==> src/rtl/ftbi_pkg.sv <==
`default_nettype none

package ftbi_pkg;

  // Table geometry and default parameter values.
  localparam int RowCount    = 16;
  localparam int ColumnCount = 7;

  // Field widths of the two channels.
  localparam int RigWidth  = 12;
  localparam int PotWidth  = 11;
  localparam int FluxWidth = 15;

  // Clamp bounds: rigidity in 1/256 GV, potential in whole MV.
  localparam logic [RigWidth-1:0] RigMin = 12'd128;
  localparam logic [RigWidth-1:0] RigMax = 12'd3814;
  localparam logic [PotWidth-1:0] PotMin = 11'd500;
  localparam logic [PotWidth-1:0] PotMax = 11'd1100;

  // One potential column spans this many MV.
  localparam logic [6:0] PotStep = 7'd100;

  // floor(d / 100) == (d * 41) >> 12 for every d up to 600.
  localparam logic [15:0] ColRecip = 16'd41;

  // Half of the 256 * 100 scale, for rounding half up.
  localparam logic [29:0] RoundHalf = 30'd12800;

  // floor(v / 100) == (v * 5368710) >> 29 for every v below 6.1 million.
  localparam logic [22:0] Recip100  = 23'd5368710;
  localparam int          Recip100Shift = 29;

  // Index and fraction of one item after clamping.
  typedef struct packed {
    logic [3:0] row;   // lower row of the pair
    logic [8:0] fr;    // row fraction in 1/256, up to one
    logic [9:0] pd;    // potential above the lowest column, in MV
    logic [2:0] pq;    // potential column before the top clamp
  } ftbi_index_t;

  // Integrated flux, unsigned Q7.8, rows by rigidity and columns by potential.
  localparam logic [FluxWidth-1:0] FluxRom [16][7] = '{
    '{15'd31293, 15'd22867, 15'd17286, 15'd13433, 15'd10679, 15'd8654, 15'd7128},
    '{15'd17346, 15'd13727, 15'd11074, 15'd9080,  15'd7550,  15'd6355, 15'd5406},
    '{15'd7075,  15'd6057,  15'd5232,  15'd4554,  15'd3993,  15'd3522, 15'd3125},
    '{15'd3692,  15'd3286,  15'd2939,  15'd2641,  15'd2384,  15'd2160, 15'd1964},
    '{15'd2223,  15'd2024,  15'd1849,  15'd1695,  15'd1559,  15'd1437, 15'd1328},
    '{15'd1466,  15'd1356,  15'd1257,  15'd1168,  15'd1088,  15'd1015, 15'd948},
    '{15'd1031,  15'd964,   15'd903,   15'd847,   15'd796,   15'd750,  15'd707},
    '{15'd760,   15'd716,   15'd676,   15'd639,   15'd605,   15'd574,  15'd544},
    '{15'd580,   15'd551,   15'd523,   15'd497,   15'd474,   15'd451,  15'd431},
    '{15'd456,   15'd435,   15'd415,   15'd397,   15'd379,   15'd363,  15'd348},
    '{15'd366,   15'd351,   15'd336,   15'd323,   15'd310,   15'd298,  15'd286},
    '{15'd300,   15'd289,   15'd278,   15'd267,   15'd257,   15'd248,  15'd239},
    '{15'd250,   15'd241,   15'd232,   15'd224,   15'd217,   15'd209,  15'd202},
    '{15'd211,   15'd204,   15'd197,   15'd191,   15'd185,   15'd179,  15'd173},
    '{15'd180,   15'd174,   15'd169,   15'd164,   15'd159,   15'd154,  15'd150},
    '{15'd155,   15'd151,   15'd146,   15'd142,   15'd138,   15'd134,  15'd131}
  };

  // Table read; a column past the table reads as zero.
  function automatic logic [FluxWidth-1:0] flux_at(input logic [3:0] row,
                                                   input logic [2:0] col);
    logic [FluxWidth-1:0] value;
    value = '0;
    if (col < 3'd7) begin
      value = FluxRom[row][col];
    end
    return value;
  endfunction

endpackage

`default_nettype wire

==> src/rtl/ftbi_in_if.sv <==
`default_nettype none

interface ftbi_in_if;
  import ftbi_pkg::*;

  logic                valid;
  logic                ready;
  logic [RigWidth-1:0] cutoff_rigidity;
  logic [PotWidth-1:0] solar_potential;

  modport source (output valid, output cutoff_rigidity, output solar_potential,
                  input ready);
  modport sink (input valid, input cutoff_rigidity, input solar_potential,
                output ready);
endinterface

`default_nettype wire

==> src/rtl/ftbi_out_if.sv <==
`default_nettype none

interface ftbi_out_if;
  import ftbi_pkg::*;

  logic                 valid;
  logic                 ready;
  logic [FluxWidth-1:0] vertical_flux;

  modport source (output valid, output vertical_flux, input ready);
  modport sink (input valid, input vertical_flux, output ready);
endinterface

`default_nettype wire

==> src/rtl/flux_table_bilinear_interp.sv <==
`default_nettype none

// Bilinear lookup of energy-integrated vertical flux.
// An item on item_in carries a cutoff rigidity (unsigned Q4.8 GV) and a solar
// modulation potential (whole MV). Both are saturated to 0.5..14.9 GV and
// 500..1100 MV, and the flux is interpolated between the four surrounding
// entries of a constant 16 x 7 table. The rounded unsigned Q7.8 result leaves on
// flux_out, one result beat for each input beat, in order.
// Both channels use a valid/ready handshake; a beat moves at a rising edge
// with both high.
// A beat taken from item_in passes through seven register stages (clamp and
// index, table read, row blend, column blend, rounding, scaling multiply,
// output) and is presented on flux_out from the output register. Each stage
// takes a new beat every cycle while flux_out is ready, so the throughput is one beat a cycle.
// When flux_out is stalled the stages still fill their empty slots, and
// item_in drops ready only once every stage holds a beat; nothing is lost
// or repeated. Reset empties the pipeline; there is no other state.
module flux_table_bilinear_interp #(
  parameter int ROW_COUNT    = ftbi_pkg::RowCount,
  parameter int COLUMN_COUNT = ftbi_pkg::ColumnCount
) (
  input wire logic   clk,
  input wire logic   rst,
  ftbi_in_if.sink    item_in,
  ftbi_out_if.source flux_out
);
  import ftbi_pkg::*;

  localparam int         Stages = 7;
  localparam logic [2:0] TopCol = 3'(COLUMN_COUNT - 2);

  logic [Stages-1:0] vld;
  logic [Stages-1:0] en;

  ftbi_index_t          front_idx;
  ftbi_index_t          s1_idx;
  logic [9:0]           col_x100;
  logic [2:0]           col;
  logic [6:0]           fc;
  logic [8:0]           s2_fr;
  logic [6:0]           s2_fc;
  logic [FluxWidth-1:0] a00;
  logic [FluxWidth-1:0] a10;
  logic [FluxWidth-1:0] a01;
  logic [FluxWidth-1:0] a11;
  logic [8:0]           frw;
  logic [22:0]          t0;
  logic [22:0]          t1;
  logic [6:0]           s3_fc;
  logic [6:0]           s3_fcw;
  logic [29:0]          sum;
  logic [29:0]          sum_rnd;
  logic [21:0]          scaled;
  logic [44:0]          prod;
  logic [FluxWidth-1:0] flux;

  ftbi_front #(
    .ROW_COUNT(ROW_COUNT)
  ) u_front (
    .cutoff_rigidity(item_in.cutoff_rigidity),
    .solar_potential(item_in.solar_potential),
    .idx            (front_idx)
  );

  // A stage takes a new beat when it is empty or its own beat moves on.
  always_comb begin
    en[Stages-1] = !vld[Stages-1] || flux_out.ready;
    for (int i = Stages - 2; i >= 0; i--) begin
      en[i] = !vld[i] || en[i+1];
    end
  end

  assign item_in.ready = en[0];

  // Valid bits travel with the data.
  always_ff @(posedge clk) begin
    if (rst) begin
      vld <= '0;
    end else begin
      if (en[0]) begin
        vld[0] <= item_in.valid;
      end
      for (int i = 1; i < Stages; i++) begin
        if (en[i]) begin
          vld[i] <= vld[i-1];
        end
      end
    end
  end

  // Column remainder and top clamp: at the highest potential the last column
  // pair is used with fraction one.
  always_comb begin
    col_x100 = 10'(s1_idx.pq) * 10'(PotStep);
    col      = s1_idx.pq;
    fc       = 7'(s1_idx.pd - col_x100);
    if (s1_idx.pq > TopCol) begin
      col = TopCol;
      fc  = PotStep;
    end
  end

  // Complementary row weight, shared by both row blends.
  assign frw = 9'd256 - s2_fr;

  // Rounding is half up on the 256 * 100 scale; the shift drops the 256.
  assign sum_rnd = sum + RoundHalf;

  // Payload stages.
  always_ff @(posedge clk) begin
    if (en[0]) begin
      s1_idx <= front_idx;
    end
    if (en[1]) begin
      s2_fr <= s1_idx.fr;
      s2_fc <= fc;
      a00   <= flux_at(s1_idx.row, col);
      a10   <= flux_at(s1_idx.row + 4'd1, col);
      a01   <= flux_at(s1_idx.row, col + 3'd1);
      a11   <= flux_at(s1_idx.row + 4'd1, col + 3'd1);
    end
    if (en[2]) begin
      t0     <= 23'(a00) * 23'(frw) + 23'(a10) * 23'(s2_fr);
      t1     <= 23'(a01) * 23'(frw) + 23'(a11) * 23'(s2_fr);
      s3_fc  <= s2_fc;
      s3_fcw <= PotStep - s2_fc;
    end
    if (en[3]) begin
      sum <= 30'(t0) * 30'(s3_fcw) + 30'(t1) * 30'(s3_fc);
    end
    if (en[4]) begin
      scaled <= sum_rnd[29:8];
    end
    if (en[5]) begin
      prod <= 45'(scaled) * 45'(Recip100);
    end
    if (en[6]) begin
      flux <= prod[Recip100Shift +: FluxWidth];
    end
  end

  assign flux_out.valid         = vld[Stages-1];
  assign flux_out.vertical_flux = flux;

endmodule

`default_nettype wire

==> src/rtl/ftbi_front.sv <==
`default_nettype none

module ftbi_front #(
  parameter int ROW_COUNT = ftbi_pkg::RowCount
) (
  input  wire logic [ftbi_pkg::RigWidth-1:0] cutoff_rigidity,
  input  wire logic [ftbi_pkg::PotWidth-1:0] solar_potential,
  output ftbi_pkg::ftbi_index_t              idx
);
  import ftbi_pkg::*;

  localparam logic [3:0] TopRow = 4'(ROW_COUNT - 2);

  logic [RigWidth-1:0] rig;
  logic [PotWidth-1:0] pot;
  logic [9:0]          pot_off;
  logic [15:0]         col_prod;

  // Saturate both inputs to the span of the table.
  always_comb begin
    rig = cutoff_rigidity;
    if (rig < RigMin) begin
      rig = RigMin;
    end else if (rig > RigMax) begin
      rig = RigMax;
    end
    pot = solar_potential;
    if (pot < PotMin) begin
      pot = PotMin;
    end else if (pot > PotMax) begin
      pot = PotMax;
    end
  end

  // Potential column by a reciprocal multiply; the remainder follows later.
  assign pot_off  = 10'(pot - PotMin);
  assign col_prod = 16'(pot_off) * ColRecip;

  // Rigidity row and fraction. Below 1 GV the first row spans half a GV,
  // so the fraction there is twice the distance above 0.5 GV.
  always_comb begin
    idx.pd = pot_off;
    idx.pq = col_prod[14:12];
    if (rig[11:8] != 4'd0) begin
      idx.row = rig[11:8];
      idx.fr  = {1'b0, rig[7:0]};
    end else begin
      idx.row = 4'd0;
      idx.fr  = {1'b0, rig[6:0], 1'b0};
    end
    // A reduced table stops at its last row pair with fraction one.
    if (idx.row > TopRow) begin
      idx.row = TopRow;
      idx.fr  = 9'd256;
    end
  end

endmodule

`default_nettype wire

==> src/flat_wrapper.sv <==
// flat-port wrapper written by rule: the top's interface ports become plain ports
module flux_table_bilinear_interp_flat import ftbi_pkg::*;
#(
  parameter int ROW_COUNT    = ftbi_pkg::RowCount,
  parameter int COLUMN_COUNT = ftbi_pkg::ColumnCount
)
  (clk, rst, item_in_valid, item_in_cutoff_rigidity, item_in_solar_potential, item_in_ready, flux_out_valid, flux_out_vertical_flux, flux_out_ready);
  ftbi_in_if item_in_i ();
  ftbi_out_if flux_out_i ();
  input wire logic clk;
  input wire logic rst;
  input wire logic [$bits(item_in_i.valid)-1:0] item_in_valid;
  input wire logic [$bits(item_in_i.cutoff_rigidity)-1:0] item_in_cutoff_rigidity;
  input wire logic [$bits(item_in_i.solar_potential)-1:0] item_in_solar_potential;
  output wire logic [$bits(item_in_i.ready)-1:0] item_in_ready;
  output wire logic [$bits(flux_out_i.valid)-1:0] flux_out_valid;
  output wire logic [$bits(flux_out_i.vertical_flux)-1:0] flux_out_vertical_flux;
  input wire logic [$bits(flux_out_i.ready)-1:0] flux_out_ready;
  assign item_in_i.valid = item_in_valid;
  assign item_in_i.cutoff_rigidity = item_in_cutoff_rigidity;
  assign item_in_i.solar_potential = item_in_solar_potential;
  assign item_in_ready = item_in_i.ready;
  assign flux_out_valid = flux_out_i.valid;
  assign flux_out_vertical_flux = flux_out_i.vertical_flux;
  assign flux_out_i.ready = flux_out_ready;
  flux_table_bilinear_interp #(.ROW_COUNT(ROW_COUNT), .COLUMN_COUNT(COLUMN_COUNT)) u_core (.clk(clk), .rst(rst), .item_in(item_in_i), .flux_out(flux_out_i));
endmodule
==> config.mk <==
export PLATFORM = sky130hd
export DESIGN_NAME = flux_table_bilinear_interp_flat
export DESIGN_NICKNAME = d
export VERILOG_FILES = /design/src/rtl/ftbi_pkg.sv /design/src/rtl/ftbi_in_if.sv /design/src/rtl/ftbi_out_if.sv /design/src/rtl/flux_table_bilinear_interp.sv /design/src/rtl/ftbi_front.sv /design/src/flat_wrapper.sv
export SDC_FILE = /design/constraint.sdc
export NUM_CORES = 2
export LEC_CHECK = 0
export BUFFER_PORTS_ARGS = -buffer_cell sky130_fd_sc_hd__buf_2
export CAP_MARGIN = 0
export CORE_ASPECT_RATIO = 0.7
export CORE_MARGIN = 2
export CORE_UTILIZATION = 40
export DETAILED_ROUTE_END_ITERATION = 12
export GPL_ROUTABILITY_DRIVEN = 0
export PLACE_DENSITY = 0.56
export SYNTH_ARGS = -nofsm -noshare
export SYNTH_HDL_FRONTEND = slang
export SYNTH_SLANG_ARGS = --single-unit
==> constraint.sdc <==
create_clock -name clk -period 6.7 [get_ports clk]
set_clock_uncertainty 0.05 [all_clocks]
set_input_delay 1.005 -clock clk [delete_from_list [all_inputs] [get_ports clk]]
set_output_delay 1.005 -clock clk [all_outputs]
set_load 0.01 [all_outputs]
; Word level (Yosys, flattened, before mapping)
; Memory sizes are Yosys's and may differ from the RTL's.
; Index checks and enable logic that the tools add are counted.
[op_classes]
n_addsub = 10
mul = 9
div_mod_pow = 0
order_cmp = 12
n_eq_ne = 0
shift = 0
mux = 22
n_bitwise = 5
n_reduce_logical = 16
[ops]
columns = cell, n
row1 = $mux 105, 4
row2 = $bmux 15 s3, 4
row3 = $mux 15, 8
row4 = $mul 15x9->23, 4
row5 = $mul 23x7->30, 2
row6 = $add 23x23->23, 2
row7 = $mul 22x22->43 const B, 1
row8 = $add 30x14->30 const B, 1
row9 = $add 30x30->30, 1
row10 = $mux 12, 2
row11 = $mux 10, 2
row12 = $mul 10x6->15 const B, 1
row13 = $mux 13, 1
row14 = $gt 12x12->1 const B, 1
row15 = $lt 12x8->1 const B, 1
row16 = $gt 11x11->1 const B, 1
row17 = $lt 11x9->1 const B, 1
row18 = $ge 5x5->1 const B, 2
row19 = $not 4->5, 2
row20 = $sub 10x9->10 const B, 1
row21 = $sub 9x9->9 const A, 1
row22 = $ge 4x4->1 const B, 2
row23 = $not 3->4, 2
row24 = $logic_not 1->1, 7
row25 = 13 further kinds, 20
[totals]
regBits = 276
latch_bits = 0
ramBits = 0
romBits = 3360
in_bits = 27
out_inout_bits = 17
word_cells = 102
n_memories = 2
[mem_list]
columns = memory, words, width, rd, rd_ports_with_merged_regs, wr, line
row1 = (no name shown), 16, 105, 1, 0, 0, ftbi_pkg.sv:67  ; value = FluxRom[row][col];
row2 = (no name shown), 16, 105, 1, 0, 0, ftbi_pkg.sv:67

; Logic depth before layout (Yosys ltp)
[depth]
depth_word = 8
ltp_mapped = 32
mapped_depth_nobuf = 29

; Hierarchy
; Synthesis repeated with hierarchy kept, for this count alone.
[hier_totals]
cells_unflattened = 5300
hier_area_um2 = 49147.1
[by_module_without_submodules]
columns = module, instances, cells_each, area_each_um2, seq_area_each_um2
row1 = flux_table_bilinear_interp, 1, 5156, 48066.1, 7106.8
row2 = ftbi_front, 1, 144, 1081.0, 0.0

; Worst setup path before layout
; Ideal clock, no wire load.
[synth_timing]
kind = reg2reg
start = register u_core.s2_fr[0]
end = register u_core.t1[22], data pin
setup_time_ns = 0.260
arrival_ns = 7.023
t_required_ns = 6.390
slack_ns = -0.633
stages_incl_launch_ff = 29
n_path_buf = 3
synth_period_minus_slack_ns = 7.333
cell_sequence = edfxtp_1 clkbuf_1 inv_1 ha_1 nand2_1 or3_1 or3_1 xnor2_1 clkbuf_2 clkbuf_1 and2_1 fa_1 inv_1 fa_1 fa_1 inv_1 fa_1 fa_1 inv_1 fa_1 inv_1 ha_1 or3_1 or3_1 o21ba_2 a221o_1 a31o_2 a21oi_1 xnor2_1
[synth_between]
elab_chain_cells = 3
elab_cells_between_ends = 4
classes_between = add/sub (2) / mul (2)
[synth_rtl]
columns = element, line
row1 = from (decl), flux_table_bilinear_interp.sv:40  ; logic [8:0] s2_fr;
row2 = from (signal assigned), flux_table_bilinear_interp.sv:115  ; s2_fr <= s1_idx.fr;
row3 = $sub 9x9->9, flux_table_bilinear_interp.sv:104  ; assign frw = 9'd256 - s2_fr;
row4 = $mul 15x9->23, flux_table_bilinear_interp.sv:124  ; t1 <= 23'(a01) * 23'(frw) + 23'(a11) * 23'(s2_fr);
row5 = $add 23x23->23 (*), flux_table_bilinear_interp.sv:124
row6 = to (signal assigned), flux_table_bilinear_interp.sv:124
row7 = to (decl), flux_table_bilinear_interp.sv:48  ; logic [22:0] t1;
; Every way passes the cells marked *; elsewhere a longest branch is shown, timed or not.
; A chain may end at the register's enable or synchronous reset.

; Worst setup path in the final report
; Ends and elaborated chain as after synthesis.

==> flow_summary.toml <==
[status]
outcome = "finished with violations"
violations = "setup timing"

[sta]
period_minus_slack_ps = 7190
final_hold_viol_count = 0
slew_headroom_pct = 24.3
rsz0062_at_grt = "yes"
fmax_ghz = 0.139
holdWs_ps = 368
drv_slew = 0
setup_ws_ps = -493
setup_viol = 19
worstMarginPinSlew_ps = 1120
post-route-period-util_pct = 107

[clock_tree]
cts_max_path_buffers = 3
clk_latency_ps = 610
cts.root.buffer_cell = "clkbuf_16"
htree_levels = 1
cts.sinks = 239
path_clk_slew_ps = 60
cts_buffers = 29
cts_tree = "yes"
postCtsHoldBufs = 0

[critical_path]
r2r_start = "u_core.s2_fr[0]$_DFFE_PP_"
crit_type = "reg -> reg"
r2r_slack_ps = -490
required_ps = 6990
crit_fanout = 6
worstSetupStartpoint = "u_core.s2_fr[0]$_DFFE_PP_"
end_kind = "flip-flop"
cp-start-kind = "flip-flop"
critPathArrivalTime_ps = 7480

[die]
design.core.area_sq_um = 122000
io_pins = 44
die_height_um = 297
die_x_um = 423
die-area_sq_um = 126000
rows = 107
initial_core_util_pct = 40.4

[global_routing]
gr-total-overflow = 0
grt_usage_pct = 22.8
antenna_found_initial = 4
grt_pass1_wl_mm = 225
grt_max_degree = 117
grt_pass1_vias = 37583

[route]
route.detailed.drc = 0
wl_per_cell_um = 20.4
vias = 37116
drt_first_pass_iters = 6
dr.first_iter.drc_count = 3370
final_antenna_net_count = 0
vias_per_cell = 5.23
wirelength_mm = 144

[finish]
drive_gt1_share_pct = 10.6
regArea_sq_um = 7110
syn2layout_area_growth_pct = 11.5
n_fill_cell = 11930
final_core_util_pct = 45.0
layout_common_cells = "1056 x inv_1, 862 x fa_1, 666 x nand2_1, 493 x ha_1, 413 x and2_1"
fin_area_sq_um = 54900
multiInputGateArea_sq_um = 37900
nNetsFinal = 6850
mostFrequentLayoutCell = "inv_1"

[hold_path]
min_from = "u_core.s1_idx[15]$_SDFFCE_PP0P_"
min_path_type = "reg -> reg"

[yosys]
synth-seq-cells = 239
syn-num-nets = 6719
yosys_warnings = 0
synth_area_sq_um = 49200
synth_top_flop_cell = "edfxtp_1"
synth.largest_area_cell = "fa_1"
synth-edff-count = 232
yosysTopAreaCellShare_pct = 35.7
avgSynthCellArea_sq_um = 9.28
synth_cells = 5301
synth_area_leaders = "fa_1 36%, edfxtp_1 14%, ha_1 13%"
seq_area_frac_synth_pct = 14.4
yosysUniqueCellTypes = 87
postSynth.asyncResetShare_pct = 0

[place]
hpwl_mm = 116
place_area_sq_um = 53000
numPortBuffers = 43

[job]
maxCapViolCount = 0
## cell usage after synthesis (all sizes together) (7+ instances only)
cell type	instances
xor2	47
a211oi	28
nand3	42
nor3	29
o21bai	14
nand2	671
a221oi	25
inv	1077
buf	59
nand2b	18
dfxtp	7
o21ai	177
mux2i	20
or3	13
and3	16
o21a	15
a21oi	204
o211ai	28
nor2b	19
and2	419
edfxtp	232
clkbuf	195
nor2	199
a21boi	8
a32oi	9
a21o	34
fa	877
mux4	13
or2	7
ha	514
a31oi	43
o22ai	23
nand4	11
o221ai	14
xnor2	96
## through the flow
stage / setup WS (ps) / instances / setup TNS [ps]
after global placement: -570 / 7005 / -6420
after floorplan: -485 / 5301 / -1560
final: -493 / 7091 / -4630
after global routing: -687 / 7089 / -9330
after detailed placement: -645 / 7005 / -8230
after CTS: -498 / 7065 / -4570
## what timing repair did
action | CTS | global route
cloned | 1 | 3
setup endpoints to repair | 27 | 50
pin swaps | 21 | 55
setup buffers | 7 | 21
resized for setup | 43 | 91
endpoints found under the hold margin | 0 | 0
## critical path, stage by stage (launching register included)
cell	delay, ps
edfxtp_1	430
inv_4	90
ha_4	120
nand2_2	50
or3_4	380
or3_4	370
xnor2_4	160
buf_6	140
buf_4	140
and2_4	150
fa_2	520
inv_2	40
fa_2	380
fa_2	540
inv_2	40
fa_2	360
fa_1	510
inv_1	50
fa_1	470
inv_1	40
ha_2	170
or3_4	380
or3_4	380
o21ba_4	220
a221o_1	320
a31o_2	210
a21oi_2	130
xnor2_1	80
## per-layer routing
metal  vias up  wire length (um)  track usage [%]
li1      16942                 -                -
met1     18637             70800             36.3
met2      1375             58100             31.8
met3       162             12600             4.72
met4         0              2930             4.14
met5         -                 0                0
## registers in the layout, indices dropped and copies added (netlist names), 15 cells and up
name	cells
u_core.a00	15
u_core.a01	15
u_core.a10	15
u_core.a11	15
u_core.flux_out.vertical_flux	15
u_core.prod	15
u_core.s1_idx	23
u_core.scaled	22
u_core.sum	22
u_core.t0	23
u_core.t1	23
## cell families (layout without fill, tap and decap cells)
logic type | count (synthesis) | count (layout) | synth area share, %
XOR/XNOR | 143 | 143 | 2.56
buffers and inverters | 1336 | 1488 | 10.2
AND/OR/NAND/NOR | 1459 | 1459 | 14.0
multiplexers | 36 | 36 | 1.07
other | 1 | 4 | 0.00762
AO/OA/AOI/OAI | 696 | 696 | 8.92
flip-flops | 239 | 239 | 14.4
adder cells (fa/ha/maj) | 1391 | 1391 | 48.7
## final timing paths
check / end / cells after the start
worst max-delay path: u_core.t1[22]$_DFFE_PP_ / 27
worst min-delay path: u_core.s2_fr[2]$_DFFE_PP_ / 0
worst max register to register: u_core.t1[22]$_DFFE_PP_ / 27
worst min register to register: u_core.s2_fr[2]$_DFFE_PP_ / 0
## area by class of cell
type | count | share of cell area, %
Multi-Input combinational cell | 3726 | 69.0
Sequential cell | 239 | 13.0
Inverter | 1082 | 7.41
Timing Repair Buffer | 354 | 5.22
Tap cell | 1635 | 3.73
Clock buffer | 31 | 1.34
Clock inverter | 21 | 0.299
Antenna cell | 3 | 0.0137
Power is not shown: default switching activity piles up to over one toggle a cycle in this logic, so the estimate is an artifact.
